### config.mk
export PLATFORM = sky130hd
export DESIGN_NAME = les_div_stage
export DESIGN_NICKNAME = d
export VERILOG_FILES = /design/src/rtl/les_div_stage.sv
export SDC_FILE = /design/constraint.sdc
export NUM_CORES = 1
export LEC_CHECK = 0
export BUFFER_PORTS_ARGS = -buffer_cell sky130_fd_sc_hd__buf_2
export CELL_PAD_IN_SITES_DETAIL_PLACEMENT = 1
export CELL_PAD_IN_SITES_GLOBAL_PLACEMENT = 2
export CORE_MARGIN = 1.5
export CORE_UTILIZATION = 37
export CTS_CLUSTER_DIAMETER = 40
export DETAILED_ROUTE_END_ITERATION = 8
export MAX_ROUTING_LAYER = met4
export PLACE_DENSITY_LB_ADDON = 0.1
export SYNTH_ARGS = -nofsm -noshare
export SYNTH_HDL_FRONTEND = slang
export SYNTH_SLANG_ARGS = --single-unit
### constraint.sdc
create_clock -name clk -period 22.6 [get_ports clk]
set_input_delay 6.78 -clock clk [delete_from_list [all_inputs] [get_ports clk]]
set_output_delay 6.78 -clock clk [all_outputs]
set_load 0.01 [all_outputs]
### src/rtl/les_div_stage.sv
// ----------------------------------------------------------------------------
// les_div_stage - one stage of a pipelined restoring divider
// Retires STEPS quotient bits per stage. acc holds {remainder, numerator};
// quotient bits shift in from the bottom as numerator bits move out the top.
// ----------------------------------------------------------------------------
module les_div_stage #(
    parameter int RW    = 22,
    parameter int QW    = 32,
    parameter int STEPS = 4
) (
    input  logic             clk,
    input  logic             en,
    input  logic [RW-1:0]    dvsr_in,
    input  logic [RW+QW-1:0] acc_in,
    output logic [RW-1:0]    dvsr_out,
    output logic [RW+QW-1:0] acc_out
);

    logic [RW-1:0]    dvsr_reg;
    logic [RW+QW-1:0] acc_reg;
    logic [RW+QW-1:0] acc_next;

    // restoring steps: compare, subtract, shift
    always_comb
    begin
        logic [RW:0]   trial;
        logic [RW:0]   diff;
        logic          ge;
        logic [RW-1:0] rem;
        acc_next = acc_in;
        for (int i = 0; i < STEPS; i++)
        begin
            trial    = acc_next[RW+QW-1:QW-1];
            diff     = trial - {1'b0, dvsr_in};
            ge       = (trial >= {1'b0, dvsr_in});
            rem      = ge ? diff[RW-1:0] : trial[RW-1:0];
            acc_next = {rem, acc_next[QW-2:0], ge};
        end
    end

    always_ff @(posedge clk)
    begin
        if (en)
        begin
            acc_reg  <= acc_next;
            dvsr_reg <= dvsr_in;
        end
    end

    assign acc_out  = acc_reg;
    assign dvsr_out = dvsr_reg;

endmodule

Yosys cells after proc, flatten, opt, wreduce, memory -nomap -nowiden
Index checks and enable logic that the tools add are counted.
Widths: inputs -> output; s select.
- $add $sub $neg: 4
- order comparisons: 4
- muxes and demuxes: 4
- operators by type and width (kind ; count):
    $ge 23x22->1 ; 4
    $mux 22 ; 4
    $sub 22x22->22 ; 4
- register bits: 76
- logic and storage cells: 14

Longest topological paths before layout
- depth after elaboration: 8
- depth in mapped cells: 54
- gate-level depth less buffers: 47

Least setup slack after synthesis
OpenSTA, ideal clock, no wires.
- kind: input -> register
- start: input port dvsr_in[17]
- end: register acc_reg[44], in the netlist acc_out[44], data pin
- library setup time: 0.261 ns
- data arrival time: 16.815 ns
- required time: 22.339 ns
- path slack: 5.525 ns
- cell stages on the path: 53
- cells stage by stage: inv_1 -> ha_1 -> buf_6 -> a21o_1 -> a31o_2 -> a221oi_2 -> nand3_2 -> nand2b_2 -> and2_1 -> buf_6 -> clkbuf_1 -> clkbuf_1 -> o21ai_0 -> ha_1 -> nand2b_1 -> a211o_1 -> a31oi_1 -> a22o_1 -> (+17 left out) -> nor2_2 -> buf_2 -> nor2_1 -> a21o_1 -> ha_1 -> nor2b_1 -> o21ai_1 -> a21oi_1 -> nand3b_1 -> a211oi_1 -> nor2_1 -> o41ai_2 -> o41a_1 -> o21ai_2 -> nand2_4 -> inv_4 -> buf_6 -> a221o_1
- cells in the longest elaborated chain, start to end: 8
- RTL lines (item ; line ; RTL):
    start, declared ; 13 ; input logic [RW-1:0] dvsr_in,
    $sub 22x22->22 or $ge 23x22->1 (tied branches) ; 34, 35 ;
    $mux 22 ; 36 ; rem = ge ? diff[RW-1:0] : trial[RW-1:0];
    $ge 23x22->1 (*) ; 35 ; ge = (trial >= {1'b0, dvsr_in});
    named net acc_next[2] ; 21 ; logic [RW+QW-1:0] acc_next;
    $mux 22 (*) ; 36 ;
    $sub 22x22->22 or $ge 23x22->1 (tied branches) ; 34, 35 ;
    $mux 22 (*) ; 36 ;
    $ge 23x22->1 (*) ; 35 ;
    named net acc_next[0] ; 21 ;
    $mux 22 (*) ; 36 ;
    named net acc_next[44] ; 21 ;
    end signal, assigned ; 45 ; acc_reg <= acc_next;
    end, declared ; 20 ; logic [RW+QW-1:0] acc_reg;
Mark *: on every way through the listed nets, which the timed path passes. The rest lies on a longest branch.
A chain may end at the register's enable or synchronous reset.

Final worst setup path
- start: input port dvsr_in[14]
- end: register acc_reg[42], in the netlist acc_out[42], data pin
- cells in the longest elaborated chain, start to end: 8
- RTL lines (item ; line):
    $sub 22x22->22 or $ge 23x22->1 (tied branches) ; 34, 35
    $mux 22 ; 36
    $sub 22x22->22 or $ge 23x22->1 (tied branches) ; 34, 35
    $mux 22 ; 36
    $ge 23x22->1 or $sub 22x22->22 (tied branches) ; 35, 34
    $mux 22 ; 36
    $sub 22x22->22 or $ge 23x22->1 (tied branches) ; 34, 35
    $mux 22 (*) ; 36
    named net acc_next[42] ; 21
Marks and branches as above.

==> results.md <==
- Status: finished, final reports clean
- Crit-path slowest cell: o41ai_2
- Area leader, netlist: edfxtp_1
- Peak VDD IR: 0.0000894 V
- Final Wtd Congestion: 0.865
- Clk slew on worst S/H paths: 0.06 ns
- Top-area cell type share of the netlist area: 0.300
- Syn Area/Cell: 9.25 um^2
- Worst setup EP type: flop
- Root buffer selected by CTS: clkbuf_16
- End of the critical path: acc_out[42]$_DFFE_PP_
- Crit path time final: 18.34 ns
- Initial Utilization: 0.377
- Mapped Area: 7610 um^2
- TritonCTS clock tree: built
- Hold Crit Depth: 1
- Clk sink count: 76
- Die X: 146 um
- Final Setup Violations: 0
- Die area: 21400 um^2
- GRT overflow: 0
- First-pass DRT Iterations: 4
- RSZ-0062 raised after global routing: false
- Tightest Hold Check Type: in -> reg
- Max cap viols: 0
- Rel. slew slack: 0.349
- Layout area overhead: 18.0%
- Initial antenna violation count: 0
- CTS max path bufs: 2
- Chip height: 146 um
- Pin count of the biggest net entering global routing: 77
- Setup crit start kind: input pin
- CTS buffer count: 9
- Cell mode on critical path: a21o_1
- LEAKAGE: 4.00 nW
- Via count: 6678
- Critical path's largest stage delay: 0.62 ns
- FF+latch count, synth: 76
- Nets@finish: 1140
- Port bufs: 153
- Fmax: 54.5 MHz
- Setup_tns: 0 ns
- Seq/Total Area, Yosys: 0.300
- Via density: 5.36
- Worst slew pin tran: 0.977 ns
- WL per Instance: 18.2 um
- Syn_nets: 992
- Hold Path Origin: acc_in[21]
- Top-count cell post-synth: ha_1
- Post-CTS Setup Bufs: 0
- Met2 routed WL: 9830 um
- Top cells by area, synth: edfxtp_1 (30%), ha_1 (14%), a21oi_1 (5.1%), xnor2_1 (4.8%), o21ai_0 (3.9%)
- Starting DRT DRC Count: 323
- Highest metal used: met4
- Arr. time, crit path: 18.43 ns
- Type of the worst setup path: in -> reg
- Overall Power: 0.00157 W
- Max-slew violation count: 0
- Met3 routed WL: 1090 um
- Yosys warning count: 0
- Post-synth EDFFs: 76
- Resized Gates After CTS: 0
- CP startpoint: dvsr_in[14]
- Synth unique cells: 72
- Crit share post-route: 0.811
- Boundary Pins: 154
- Total GRT Usage: 0.219
- Layout cells sized above 1: 0.224
- Synth Flop Type: edfxtp_1
- Cells after Synth: 822
- Antenna Violating Nets Remaining: 0
- Vias in the first global route: 6695
- Commonest cells post-synth: ha_1 (88), a21oi_1 (77), edfxtp_1 (76), nand2_1 (66), o21ai_0 (59)
- CTS Hold Bufs: 0
- Ant diodes: 0
- Post-DP HPWL: 18800 um
- Worst hold slack: 6.61 ns
- H-tree lvl count: 3
- Wl on met1: 11400 um
- PwrDens: 175 nW/um^2
- First-pass GRT wire length: 35900 um
- Ys async rst share: 0
- Final hold violation count: 0
- Std cell rows: 52
- DR DRC count: 0
- Crit Path Max Fanout: 34
- Routed WL: 22600 um
- Core area: 20200 um^2
- Worst EP required: 22.69 ns
[flip-flops by register name, summed over array words and instances, names as in the netlist]
| name | cells |
|---|---|
| dvsr_out | 22 |
| acc_out | 54 |
[per-stage QoR]
stage	setup slack, ns	cells	utilization	instance area [um^2]
after floorplan	5.52	822	-	7610
after global placement	4.20	1229	0.428	8630
after detailed placement	3.89	1229	0.428	8630
after CTS	4.22	1245	0.445	8970
after global routing	3.42	1245	0.445	8970
final	4.26	1245	0.445	8970
[placed cells by master, fill, tap and decap left out, types with 34 or more instances in the layout]
| cell | instances |
|---|---|
| xnor2_1 | 42 |
| a21oi_1 | 77 |
| nand2_1 | 66 |
| buf_2 | 152 |
| o21ai_0 | 59 |
| edfxtp_1 | 76 |
| ha_1 | 88 |
| nor2_1 | 39 |
| a21o_1 | 34 |
| inv_1 | 58 |
[worst min path at each step]
| stage | end |
|---|---|
| after global routing | acc_out[13]$_DFFE_PP_ |
| after floorplan | acc_out[10]$_DFFE_PP_ |
| after CTS | acc_out[9]$_DFFE_PP_ |
| after global placement | acc_out[4]$_DFFE_PP_ |
| final | acc_out[25]$_DFFE_PP_ |
| after detailed placement | acc_out[8]$_DFFE_PP_ |
[worst max-delay path: cells and delay by family]
family / cells / cell delay (ns)
adders and majority gates: 4 / 1.45
muxes: 2 / 0.75
buffers and inverters: 7 / 1.52
and+or+nand+nor: 10 / 1.90
AOI/OAI and AO/OA: 24 / 5.93
[power breakdown]
group / total, W / leakage (nW) / switching (W) / internal (W)
clock: 0.000174 / 0.168 / 0.0000651 / 0.000109
combinational: 0.00116 / 3.09 / 0.000674 / 0.000483
sequential: 0.000239 / 0.744 / 0.00000667 / 0.000232
total: 0.00157 / 4.00 / 0.000745 / 0.000825
[kinds of logic (layout without fill, tap and decap cells)]
family / after synthesis / in the layout / share of synthesized area
XOR/XNOR: 75 / 75 / 0.0864
flip-flops: 76 / 76 / 0.300
buffers and inverters: 78 / 231 / 0.0438
AND/OR/NAND/NOR: 206 / 206 / 0.139
AO/OA/AOI/OAI: 266 / 266 / 0.233
multiplexers: 29 / 29 / 0.0424
adder cells (fa/ha/maj): 92 / 92 / 0.155
[layout make-up]
type | count | area (um^2)
clock buffers | 9 | 225
multi-input cells | 668 | 4990
fillers | 2432 | 11200
clock inverters | 7 | 123
inverters | 59 | 224
flip-flops and latches | 76 | 2280
repair buffers | 156 | 791
well taps | 270 | 338
[per-layer routing]
| layer | GRT usage | vias to the layer above |
|---|---|---|
| met5 | - | - |
| met4 | 0.0561 | 0 |
| met2 | 0.336 | 168 |
| li1 | - | 3385 |
| met3 | 0.0313 | 17 |
| met1 | 0.304 | 3108 |
Note: power is estimated with default switching activity, not from simulation.
